--- config.mk ---
export PLATFORM = sky130hd
export DESIGN_NAME = ultrasonic_echo_ranger_unit
export DESIGN_NICKNAME = d
export VERILOG_FILES = /design/src/hdl/uer_pkg.sv /design/src/hdl/uer_ctrl.sv /design/src/hdl/uer_dp.sv /design/src/hdl/ultrasonic_echo_ranger_unit.sv
export SDC_FILE = /design/constraint.sdc
export NUM_CORES = 1
export LEC_CHECK = 0
export ABC_AREA = 1
export BUFFER_PORTS_ARGS = -buffer_cell sky130_fd_sc_hd__buf_2
export CAP_MARGIN = 10
export CORE_MARGIN = 2
export CORE_UTILIZATION = 45
export DETAILED_ROUTE_END_ITERATION = 8
export SKIP_LAST_GASP = 1
export SLEW_MARGIN = 20
export SYNTH_ARGS = -nofsm -noshare
export SYNTH_HDL_FRONTEND = slang
export SYNTH_SLANG_ARGS = --single-unit
--- constraint.sdc ---
create_clock -name aclk -period 2.75 [get_ports aclk]
set_input_delay 0 -clock aclk [delete_from_list [all_inputs] [get_ports aclk]]
set_output_delay 0 -clock aclk [all_outputs]
set_load 0.005 [all_outputs]
--- src/hdl/uer_pkg.sv ---
package uer_pkg;

    // Echo counter width, default.
    localparam int COUNT_BITS_DEF = 24;

    // Configuration register width and reset values.
    localparam int          REG_W          = 16;
    localparam logic [15:0] TRIG_TICKS_RST = 16'd160;
    localparam logic [15:0] TPC_RST        = 16'd928;

    // Largest distance shown; anything above saturates here.
    localparam int          DIST_W   = 10;
    localparam logic [9:0]  DIST_MAX = 10'd999;

    // Shift-add-3 conversion: one step per distance bit.
    localparam int BCD_STEPS = DIST_W;

    typedef enum logic [0:0] {
        REG_TRIGGER_TICKS = 1'b0,
        REG_TICKS_PER_CM  = 1'b1
    } cfg_idx_t;

    typedef struct packed {
        logic start_n;
        logic echo_level;
    } in_item_t;

    typedef struct packed {
        logic       trigger_level;
        logic [3:0] digit_hundreds;
        logic [3:0] digit_tens;
        logic [3:0] digit_ones;
        logic       done_res;
        logic       overflow;
        logic       measured_led;
    } out_item_t;

    // Controller to datapath.
    typedef struct packed {
        logic trig_set1;
        logic trig_inc;
        logic trig_clr;
        logic echo_set1;
        logic echo_inc;
        logic div_start;
        logic div_step;
        logic conv_start;
        logic bcd_step;
        logic commit;
        logic out_load;
        logic out_trig;
        logic out_done;
    } uer_cmd_t;

    // Datapath to controller.
    typedef struct packed {
        logic trig_reached;
        logic step_last;
    } uer_sts_t;

endpackage

--- src/hdl/uer_ctrl.sv ---
module uer_ctrl
    import uer_pkg::*;
(
    input  logic     aclk,
    input  logic     aresetn,
    input  logic     s_valid,
    output logic     s_ready,
    input  in_item_t s_data,
    output logic     m_valid,
    input  logic     m_ready,
    output uer_cmd_t cmd,
    input  uer_sts_t sts
);

    typedef enum logic [2:0] {
        ST_READY,
        ST_DIV,
        ST_CONV,
        ST_BCD,
        ST_DONE
    } seq_state_t;

    typedef enum logic [1:0] {
        PH_IDLE,
        PH_TRIG,
        PH_WAIT,
        PH_MEAS
    } phase_t;

    seq_state_t st_reg, st_next;
    phase_t     phase_reg, phase_next;
    logic       m_valid_reg, m_valid_next;
    logic       slot_free;
    logic       accept;

    assign slot_free = !m_valid_reg || m_ready;
    assign s_ready   = (st_reg == ST_READY) && slot_free;
    assign accept    = s_valid && s_ready;
    assign m_valid   = m_valid_reg;

    always_comb begin
        cmd        = '0;
        st_next    = st_reg;
        phase_next = phase_reg;
        unique case (st_reg)
            ST_READY: begin
                if (accept) begin
                    unique case (phase_reg)
                        PH_IDLE: begin
                            if (!s_data.start_n) begin
                                phase_next    = PH_TRIG;
                                cmd.trig_set1 = 1'b1;
                            end
                        end
                        PH_TRIG: begin
                            if (sts.trig_reached) begin
                                phase_next   = PH_WAIT;
                                cmd.trig_clr = 1'b1;
                            end else begin
                                cmd.trig_inc = 1'b1;
                            end
                        end
                        PH_WAIT: begin
                            if (s_data.echo_level) begin
                                phase_next    = PH_MEAS;
                                cmd.echo_set1 = 1'b1;
                            end
                        end
                        PH_MEAS: begin
                            if (s_data.echo_level) begin
                                cmd.echo_inc = 1'b1;
                            end else begin
                                // falling edge: distance goes through the divider
                                phase_next    = PH_IDLE;
                                cmd.div_start = 1'b1;
                                st_next       = ST_DIV;
                            end
                        end
                    endcase
                    if (!cmd.div_start) begin
                        cmd.out_load = 1'b1;
                        cmd.out_trig = (phase_next == PH_TRIG);
                    end
                end
            end
            ST_DIV: begin
                cmd.div_step = 1'b1;
                if (sts.step_last) begin
                    st_next = ST_CONV;
                end
            end
            ST_CONV: begin
                cmd.conv_start = 1'b1;
                st_next        = ST_BCD;
            end
            ST_BCD: begin
                cmd.bcd_step = 1'b1;
                if (sts.step_last) begin
                    st_next = ST_DONE;
                end
            end
            ST_DONE: begin
                if (slot_free) begin
                    cmd.commit   = 1'b1;
                    cmd.out_load = 1'b1;
                    cmd.out_done = 1'b1;
                    st_next      = ST_READY;
                end
            end
            default: begin
                st_next = ST_READY;
            end
        endcase
        m_valid_next = cmd.out_load ? 1'b1 : (m_valid_reg && !m_ready);
    end

    always_ff @(posedge aclk) begin
        if (!aresetn) begin
            st_reg      <= ST_READY;
            phase_reg   <= PH_IDLE;
            m_valid_reg <= 1'b0;
        end else begin
            st_reg      <= st_next;
            phase_reg   <= phase_next;
            m_valid_reg <= m_valid_next;
        end
    end

    // A new result is never written over one not yet taken.
    a_no_overwrite: assert property (@(posedge aclk) disable iff (!aresetn)
        cmd.out_load |-> slot_free)
        else $error("result register overwritten");

    // While a distance is in flight the measurement is back in idle.
    a_busy_idle: assert property (@(posedge aclk) disable iff (!aresetn)
        st_reg != ST_READY |-> phase_reg == PH_IDLE)
        else $error("measurement phase moved during computation");

    // A falling echo in the measure phase starts the divider.
    a_fall_divides: assert property (@(posedge aclk) disable iff (!aresetn)
        accept && phase_reg == PH_MEAS && !s_data.echo_level |=> st_reg == ST_DIV)
        else $error("completion did not start divider");

endmodule

--- src/hdl/uer_dp.sv ---
module uer_dp
    import uer_pkg::*;
#(
    parameter int COUNT_BITS = COUNT_BITS_DEF
) (
    input  logic             aclk,
    input  logic             aresetn,
    input  logic             cfg_wr_en,
    input  cfg_idx_t         cfg_index,
    input  logic [REG_W-1:0] cfg_wdata,
    input  uer_cmd_t         cmd,
    output uer_sts_t         sts,
    output out_item_t        m_data
);

    localparam int NW = COUNT_BITS + 2;      // numerator 2*count + tpc
    localparam int DW = REG_W + 1;           // divisor 2*tpc
    localparam int CW = $clog2(NW);

    logic [REG_W-1:0]      trig_ticks_reg;
    logic [REG_W-1:0]      tpc_reg;
    logic [REG_W-1:0]      trig_cnt_reg;
    logic [COUNT_BITS-1:0] echo_cnt_reg;
    logic [NW-1:0]         quo_reg;
    logic [DW-1:0]         rem_reg;
    logic [CW-1:0]         step_reg;
    logic [DIST_W-1:0]     bin_reg;
    logic [11:0]           bcd_reg;
    logic                  ovf_pend_reg;
    logic [11:0]           shown_reg;
    logic                  ovf_reg;
    logic                  led_reg;
    out_item_t             out_reg;

    logic [REG_W-1:0] tpc_eff;
    logic [DW:0]      trial;
    logic [DW-1:0]    divisor;
    logic             q_bit;
    logic [DW-1:0]    rem_next;
    logic             sat;
    logic [11:0]      bcd_adj;
    logic [11:0]      digits_sel;

    assign tpc_eff = (tpc_reg == '0) ? REG_W'(1) : tpc_reg;
    assign divisor = {tpc_eff, 1'b0};
    assign trial   = {rem_reg, quo_reg[NW-1]};
    assign q_bit   = (trial >= {1'b0, divisor});
    assign rem_next = q_bit ? DW'(trial - {1'b0, divisor}) : trial[DW-1:0];
    assign sat     = (quo_reg > NW'(DIST_MAX));

    assign sts.trig_reached = (trig_cnt_reg >= trig_ticks_reg);
    assign sts.step_last    = (step_reg == '0);

    // add 3 to every BCD digit of 5 or more before the shift
    always_comb begin
        for (int i = 0; i < 3; i++) begin
            bcd_adj[4*i +: 4] = (bcd_reg[4*i +: 4] >= 4'd5) ?
                                bcd_reg[4*i +: 4] + 4'd3 : bcd_reg[4*i +: 4];
        end
    end

    assign digits_sel = cmd.commit ? bcd_reg : shown_reg;

    always_ff @(posedge aclk) begin
        if (!aresetn) begin
            trig_ticks_reg <= TRIG_TICKS_RST;
            tpc_reg        <= TPC_RST;
            trig_cnt_reg   <= '0;
            echo_cnt_reg   <= '0;
            step_reg       <= '0;
            shown_reg      <= '0;
            ovf_reg        <= 1'b0;
            led_reg        <= 1'b0;
        end else begin
            if (cfg_wr_en) begin
                unique case (cfg_index)
                    REG_TRIGGER_TICKS: trig_ticks_reg <= cfg_wdata;
                    REG_TICKS_PER_CM:  tpc_reg        <= cfg_wdata;
                endcase
            end
            if (cmd.trig_set1) begin
                trig_cnt_reg <= REG_W'(1);
            end else if (cmd.trig_clr) begin
                trig_cnt_reg <= '0;
            end else if (cmd.trig_inc) begin
                trig_cnt_reg <= trig_cnt_reg + REG_W'(1);
            end
            if (cmd.echo_set1) begin
                echo_cnt_reg <= COUNT_BITS'(1);
            end else if (cmd.echo_inc) begin
                echo_cnt_reg <= echo_cnt_reg + COUNT_BITS'(1);
            end
            if (cmd.div_start) begin
                step_reg <= CW'(NW - 1);
            end else if (cmd.conv_start) begin
                step_reg <= CW'(BCD_STEPS - 1);
            end else if (cmd.div_step || cmd.bcd_step) begin
                step_reg <= step_reg - CW'(1);
            end
            if (cmd.commit) begin
                shown_reg <= bcd_reg;
                ovf_reg   <= ovf_pend_reg;
                led_reg   <= 1'b1;
            end
        end
    end

    // divider, binary-to-BCD and result payload: no reset needed
    always_ff @(posedge aclk) begin
        if (cmd.div_start) begin
            quo_reg <= {1'b0, echo_cnt_reg, 1'b0} + NW'(tpc_eff);
            rem_reg <= '0;
        end else if (cmd.div_step) begin
            quo_reg <= {quo_reg[NW-2:0], q_bit};
            rem_reg <= rem_next;
        end
        if (cmd.conv_start) begin
            bin_reg      <= sat ? DIST_MAX : quo_reg[DIST_W-1:0];
            ovf_pend_reg <= sat;
            bcd_reg      <= '0;
        end else if (cmd.bcd_step) begin
            bcd_reg <= {bcd_adj[10:0], bin_reg[DIST_W-1]};
            bin_reg <= {bin_reg[DIST_W-2:0], 1'b0};
        end
        if (cmd.out_load) begin
            out_reg.trigger_level  <= cmd.out_trig;
            out_reg.digit_hundreds <= digits_sel[11:8];
            out_reg.digit_tens     <= digits_sel[7:4];
            out_reg.digit_ones     <= digits_sel[3:0];
            out_reg.done_res       <= cmd.out_done;
            out_reg.overflow       <= cmd.commit ? ovf_pend_reg : ovf_reg;
            out_reg.measured_led   <= cmd.commit | led_reg;
        end
    end

    assign m_data = out_reg;

    // Overflow is only ever set by a finished measurement.
    a_ovf_led: assert property (@(posedge aclk) disable iff (!aresetn)
        ovf_reg |-> led_reg)
        else $error("overflow without a completed measurement");

    // Committed digits are always decimal.
    a_digits_dec: assert property (@(posedge aclk) disable iff (!aresetn)
        cmd.commit |-> bcd_reg[11:8] <= 4'd9 && bcd_reg[7:4] <= 4'd9
                       && bcd_reg[3:0] <= 4'd9)
        else $error("non-decimal digit committed");

endmodule

--- src/hdl/ultrasonic_echo_ranger_unit.sv ---
// A tick that causes no completion gives its result in the cycle after its transfer.
// The completing tick (echo seen low) runs the bit-serial divider, a saturate step,
// the shift-add-3 steps and a commit step, which waits for a free result register.
// Throughput: one tick per cycle otherwise, while the receiver keeps taking results.
// Reset (aresetn low, synchronous): idle, counters and digits cleared,
// trigger_ticks = 160, ticks_per_cm = 928, no result pending.
module ultrasonic_echo_ranger_unit
    import uer_pkg::*;
#(
    parameter int COUNT_BITS = COUNT_BITS_DEF   // echo counter width, 16 to 32
) (
    input  logic             aclk,
    input  logic             aresetn,
    // configuration write port
    input  logic             cfg_wr_en,
    input  cfg_idx_t         cfg_index,
    input  logic [REG_W-1:0] cfg_wdata,
    // one item per timer tick
    input  logic             s_valid,
    output logic             s_ready,
    input  in_item_t         s_data,
    // one result per tick
    output logic             m_valid,
    input  logic             m_ready,
    output out_item_t        m_data
);

    // Controller sequences the measurement phases (idle, trigger, wait, measure)
    // and, after echo falls, walks the datapath through divide, saturate and
    // BCD conversion. The result register takes the next transfer as soon as
    // the previous one has been taken or is being taken in the same cycle.
    uer_cmd_t cmd;
    uer_sts_t sts;

    uer_ctrl u_ctrl (
        .aclk    (aclk),
        .aresetn (aresetn),
        .s_valid (s_valid),
        .s_ready (s_ready),
        .s_data  (s_data),
        .m_valid (m_valid),
        .m_ready (m_ready),
        .cmd     (cmd),
        .sts     (sts)
    );

    // Datapath: config registers, trigger and echo counters, restoring
    // divider computing floor((2*count + tpc) / (2*tpc)) (round half up),
    // saturation to 999, shift-add-3 digit split, shown digits and flags.
    uer_dp #(
        .COUNT_BITS (COUNT_BITS)
    ) u_dp (
        .aclk      (aclk),
        .aresetn   (aresetn),
        .cfg_wr_en (cfg_wr_en),
        .cfg_index (cfg_index),
        .cfg_wdata (cfg_wdata),
        .cmd       (cmd),
        .sts       (sts),
        .m_data    (m_data)
    );

endmodule

; Word-level counts from Yosys, hierarchy flattened
; Index checks and enable logic that the tools add are counted.
[totals]
ff_bits = 179
latchBits = 0
ram_bits = 0
rom_bits = 0
inputBits = 24
output_inout_bits = 18
memories = 0
[classes]
n_addsub = 8
n_mul = 0
div = 0
n_lt_le_gt_ge = 6
n_eq_ne = 14
n_shift = 0
n_mux = 57
n_bitwise = 5
reduce_logical = 24
[op_table]
columns = op, n
row1 = 26-bit two-way mux, 2
row2 = 10-bit two-way mux, 3
row3 = 25-bit by 16-bit adder with 26-bit output, 1
row4 = 26-bit by 10-bit > comparator with 1-bit output (second input constant), 1
row5 = 2-bit two-way mux, 13
row6 = 24-bit by 1-bit adder with 24-bit output (second input constant), 1
row7 = 3-bit two-way mux, 7
row8 = 1-bit two-way mux, 19
row9 = 18-bit by 17-bit >= comparator with 1-bit output, 1
row10 = 17-bit two-way mux, 1
row11 = 17-bit subtractor, 1
row12 = 16-bit by 1-bit adder with 16-bit output (second input constant), 1
row13 = 16-bit >= comparator, 1
row14 = 16-bit logical NOT, 1
row15 = 16-bit two-way mux, 1
row16 = 5-bit two-way mux, 3
row17 = 3-bit one-hot mux with 5 select lines, 1
row18 = 4-bit by 3-bit >= comparator with 1-bit output (second input constant), 3
row19 = 12-bit two-way mux, 1
row20 = 6-bit two-way mux, 2
row21 = 3-bit OR reduction, 3
row22 = 4-bit by 2-bit adder with 4-bit output (second input constant), 2
row23 = 4-bit two-way mux, 2
row24 = 2-bit != test (second input constant), 4
row25 = 23 further kinds, 39

; Longest topological paths before layout
[depth]
word_depth = 11
mapped_depth = 17
depth_no_buf = 17

; Cells and area by module
; From an unflattened synthesis, not the netlist that was laid out.
[hier_totals]
hier_cells = 1427
area_unflattened_um2 = 10317.4
[modules_own_cells]
columns = mod, n_inst, cells_each, area_per_inst_um2
row1 = uer_dp, 1, 1345, 9810.7
row2 = uer_ctrl, 1, 82, 506.7

; Least setup slack after synthesis
; Ideal clock, no wire load.
[synth_path]
kind = register -> register
start = reg u_dp.tpc_reg[14]
end = reg u_dp.rem_reg[15]
setup_time_ns = 0.113
arrival_ns = 1.944
required_ns = 2.637
slack_ns = 0.693
stages_incl_launch_ff = 17
synth_period_minus_slack_ns = 2.057
path_cell_list = dfxtp_1 -> inv_1 -> nand4_1 -> nor2_1 -> a41o_1 -> ha_1 -> fa_1 -> inv_1 -> nand2_1 -> nand3_1 -> nand3_1 -> nand3_1 -> nand2_1 -> nand2_1 -> nand2_1 -> nand2_1 -> nand2_1
[synth_via]
elab_chain_cells = 4
[synth_rtl]
columns = element, line
row1 = from (decl), uer_dp.sv:21  ; logic [REG_W-1:0] tpc_reg;
row2 = from (signal assigned), uer_dp.sv:78  ; REG_TICKS_PER_CM: tpc_reg <= cfg_wdata;
row3 = 16-bit logical NOT, uer_dp.sv:44  ; assign tpc_eff = (tpc_reg == '0) ? REG_W'(1) : tpc_reg;
row4 = 16-bit two-way mux *, uer_dp.sv:44
row5 = 17-bit subtractor / 18-bit by 17-bit >= comparator with 1-bit output (equally long branches), "uer_dp.sv:48, uer_dp.sv:47"
row6 = 17-bit two-way mux *, uer_dp.sv:48  ; assign rem_next = q_bit ? DW'(trial - {1'b0, divisor}) : trial[DW-1:0];
row7 = to (signal assigned), uer_dp.sv:115  ; rem_reg <= rem_next;
row8 = to (decl), uer_dp.sv:25  ; logic [DW-1:0] rem_reg;
; Every way passes the cells marked *; elsewhere a longest branch is shown, timed or not.
; A chain may end at the register's enable or synchronous reset.

; Final worst setup path
[layout_path]
start = reg u_dp.tpc_reg[4]
end = reg u_dp.quo_reg[0], data pin
[layout_via]
elab_chain_cells = 5
[layout_rtl]
columns = element, line
row1 = 16-bit logical NOT, uer_dp.sv:44
row2 = 16-bit two-way mux *, uer_dp.sv:44
row3 = 18-bit by 17-bit >= comparator with 1-bit output, uer_dp.sv:47  ; assign q_bit = (trial >= {1'b0, divisor});
row4 = 26-bit two-way mux, uer_dp.sv:113  ; end else if (cmd.div_step) begin
row5 = 26-bit two-way mux *, uer_dp.sv:110  ; if (cmd.div_start) begin
row6 = to (signal assigned), uer_dp.sv:111  ; quo_reg <= {1'b0, echo_cnt_reg, 1'b0} + NW'(tpc_eff);
row7 = to (signal assigned), uer_dp.sv:114  ; quo_reg <= {quo_reg[NW-2:0], q_bit};
row8 = to (decl), uer_dp.sv:24  ; logic [NW-1:0] quo_reg;
; Every way passes the cells marked *; elsewhere a longest branch is shown, timed or not. The select of a mux whose other input is x is not followed.

==> flow_summary.json <==
{
  "setup_slack_ns": 0.270,
  "syn_to_final_growth_pct": 12.7,
  "grt-ovfl-total": 0,
  "design.die.area_um2": 25100,
  "die_y_um": 158,
  "largest_register_ffs": 26,
  "p_leak_nw": 5.30,
  "arrival_ns": 2.68,
  "synthAdderAreaFrac": 0.0701,
  "top_layer": "met4",
  "fmax_mhz": 403,
  "grt_max_degree": 42,
  "place.gp.congestion": 0.938,
  "yosys.cell_types.count": 47,
  "utilization": 0.516,
  "timing.final.crit_share": 0.902,
  "met2WireLength_mm": 11.6,
  "fin_worst_skew_ns": 0.0108,
  "track_usage": 0.218,
  "port_buffers": 41,
  "synthSimpleGateAreaFrac": 0.286,
  "synth_edf_count": 53,
  "wl_met1_mm": 12.7,
  "slew_headroom": 0.404,
  "wl_met3_mm": 1.18,
  "status": "complete, no violations",
  "finalSetupTns_ns": 0,
  "drive_gt1_frac": 0.100,
  "cts_max_path_buffers": 2,
  "wl_per_cell_um": 14.0,
  "drt_iter0_markers": 573,
  "slew_viol_final": 0,
  "critPathKind": "register to register",
  "ios": 42,
  "ys_ff_latch": 179,
  "vias": 9404,
  "antenna_cells": 0,
  "final_area_um2": 12100,
  "syn_area_um2": 10700,
  "yosysWarnings": 0,
  "ant_nets": 0,
  "insertion_delay_ns": 0.44,
  "end_kind": "register",
  "synth_mux_area_frac": 0,
  "rsz0062_at_grt": "false",
  "cp.required_ns": 2.95,
  "cts-root-buf": "clkbuf_16",
  "die_x_um": 158,
  "antenna_found_initial": 0,
  "synth_nets": 1573,
  "synthXorXnorAreaFrac": 0.0408,
  "path_clk_slew_ns": 0.08,
  "initial_core_util": 0.458,
  "power_density_nw_per_um2": 814,
  "ctsResizeCount": 0,
  "synthFlopType": "dfxtp_1",
  "via_per_inst": 5.04,
  "max_cap_violations": 0,
  "worstHoldPathType": "primary input to register",
  "fin_crit_ns": 2.48,
  "ir_drop_uv": 425,
  "num_rows": 56,
  "drc_errors": 0,
  "grt_pass1_wl_mm": 43.4,
  "htree_levels": 4,
  "crit_path_start_kind": "register",
  "synth-compound-area-share": 0.126,
  "cts_tree": "yes",
  "synth_top_family_by_area": "simple AND/OR/NAND/NOR gates",
  "syn_area_per_cell_um2": 7.21,
  "fin_nets": 1618,
  "hold_viol_final": 0,
  "wirelength_mm": 26.2,
  "path_max_fanout": 17,
  "detailedPlace.worstSlack_ns": 0.355,
  "coreArea_um2": 23500,
  "cts_sinks": 179,
  "rrSetupSlack_ns": 0.27,
  "place_area_um2": 11200,
  "seq_area_frac_synth": 0.383,
  "dr.pass1.iters": 5,
  "async_flop_share": 0,
  "place_hpwl_mm": 19.5,
  "syn_inst": 1490,
  "first_global_vias": 8631,
  "cts_made_buffers": 17,
  "setup_viol": 0,
  "worst-slew-pin-transition_ns": 0.892
}
==> area by class of cell <==
type                       instances  area [um^2]
timing repair buffer              83          586
sequential                       179         4110
inverter                         200          751
clock inverter                    15          204
clock buffer                      17          425
multi-input combinational       1054         5630
fill                            2285        11400
tap                              319          399
==> layer usage <==
| metal | global-route usage | vias up |
|---|---|---|
| met2 | 0.349 | 216 |
| met4 | 0.0879 | 0 |
| met3 | 0.0283 | 52 |
| met1 | 0.300 | 4193 |
| met5 | 0 | - |
| li1 | - | 4943 |
==> layout by cell type (no fill, tap or decap), drive strengths merged, types with 2 or more instances in the layout <==
cell type and instances:
o31ai 3, fa 2, edfxtp 53, o21bai 3, dfxtp 126, buf 57
dlygate4sd3 26, nand2 408, or2 16, nand3b 18, nor4 7, ha 57
a21oi 107, nand3 81, clkinv 11, a31oi 4, o211ai 9, nor3b 5
nor2 114, inv 204, nor3 26, o21ai 96, nand4 26, a211oi 15
clkbuf 17, xor2 30, xnor2 20
==> cells in the mapped netlist, types with 26 or more instances <==
cell,count,area [um^2]
a21oi_1,107,536
clkbuf_1,37,139
dfxtp_1,126,2520
edfxtp_1,53,1590
ha_1,57,713
inv_1,179,672
nand2_1,401,1510
nand3_1,81,405
nand4_1,26,163
nor2_1,105,394
o21ai_0,65,325
xor2_1,30,263
==> critical path: stages (launching register included) <==
cell and delay [ns]:
dfxtp_1 0.34, nor4_1 0.36, a41o_1 0.25, ha_1 0.22, nor2_1 0.08, nor2_2 0.18
o21bai_4 0.10, nand2_2 0.08, nand2_2 0.07, nand2_4 0.20, nand2_4 0.19, nand2_1 0.10
nand2_1 0.06
==> repair_timing <==
item | CTS | global route
hold buffers | 26 | 0
setup buffers | 0 | 0
endpoints found under the hold margin | 31 | 0
==> power by group <==
part	switching (mW)	internal, mW	total [mW]
combinational	2.24	1.36	3.60
clock	1.29	1.25	2.54
sequential	0.282	3.43	3.71
total	3.82	6.04	9.85
==> metrics by stage <==
step	power (mW)	hold slack, ns	instances
final	9.85	0.0203	1867
after global placement	7.31	0.269	1809
after global routing	10.6	0.0396	1867
after CTS	9.92	0.00329	1867
after detailed placement	7.33	0.278	1809
after floorplan	6.45	0.130	1490
==> cells by family after synthesis <==
| group | count (synthesis) |
|---|---|
| xor+xnor | 50 |
| flops | 179 |
| buf+inv | 257 |
| simple gates | 703 |
| compound gates | 242 |
| fa+ha+maj | 59 |
==> worst paths after layout <==
| path | start | to | cells past startpoint |
|---|---|---|---|
| max | u_dp.tpc_reg[4]$_SDFFE_PN0P_ | u_dp.quo_reg[0]$_DFFE_PP_ | 12 |
| min | aresetn | u_dp.echo_cnt_reg[2]$_SDFFE_PP0P_ | 5 |
| max reg2reg | u_dp.tpc_reg[4]$_SDFFE_PN0P_ | u_dp.quo_reg[0]$_DFFE_PP_ | 12 |
| min reg2reg | u_dp.trig_ticks_reg[2]$_SDFFE_PN0P_ | u_dp.trig_ticks_reg[2]$_SDFFE_PN0P_ | 2 |
No activity file was read; power rests on OpenSTA's default activity.
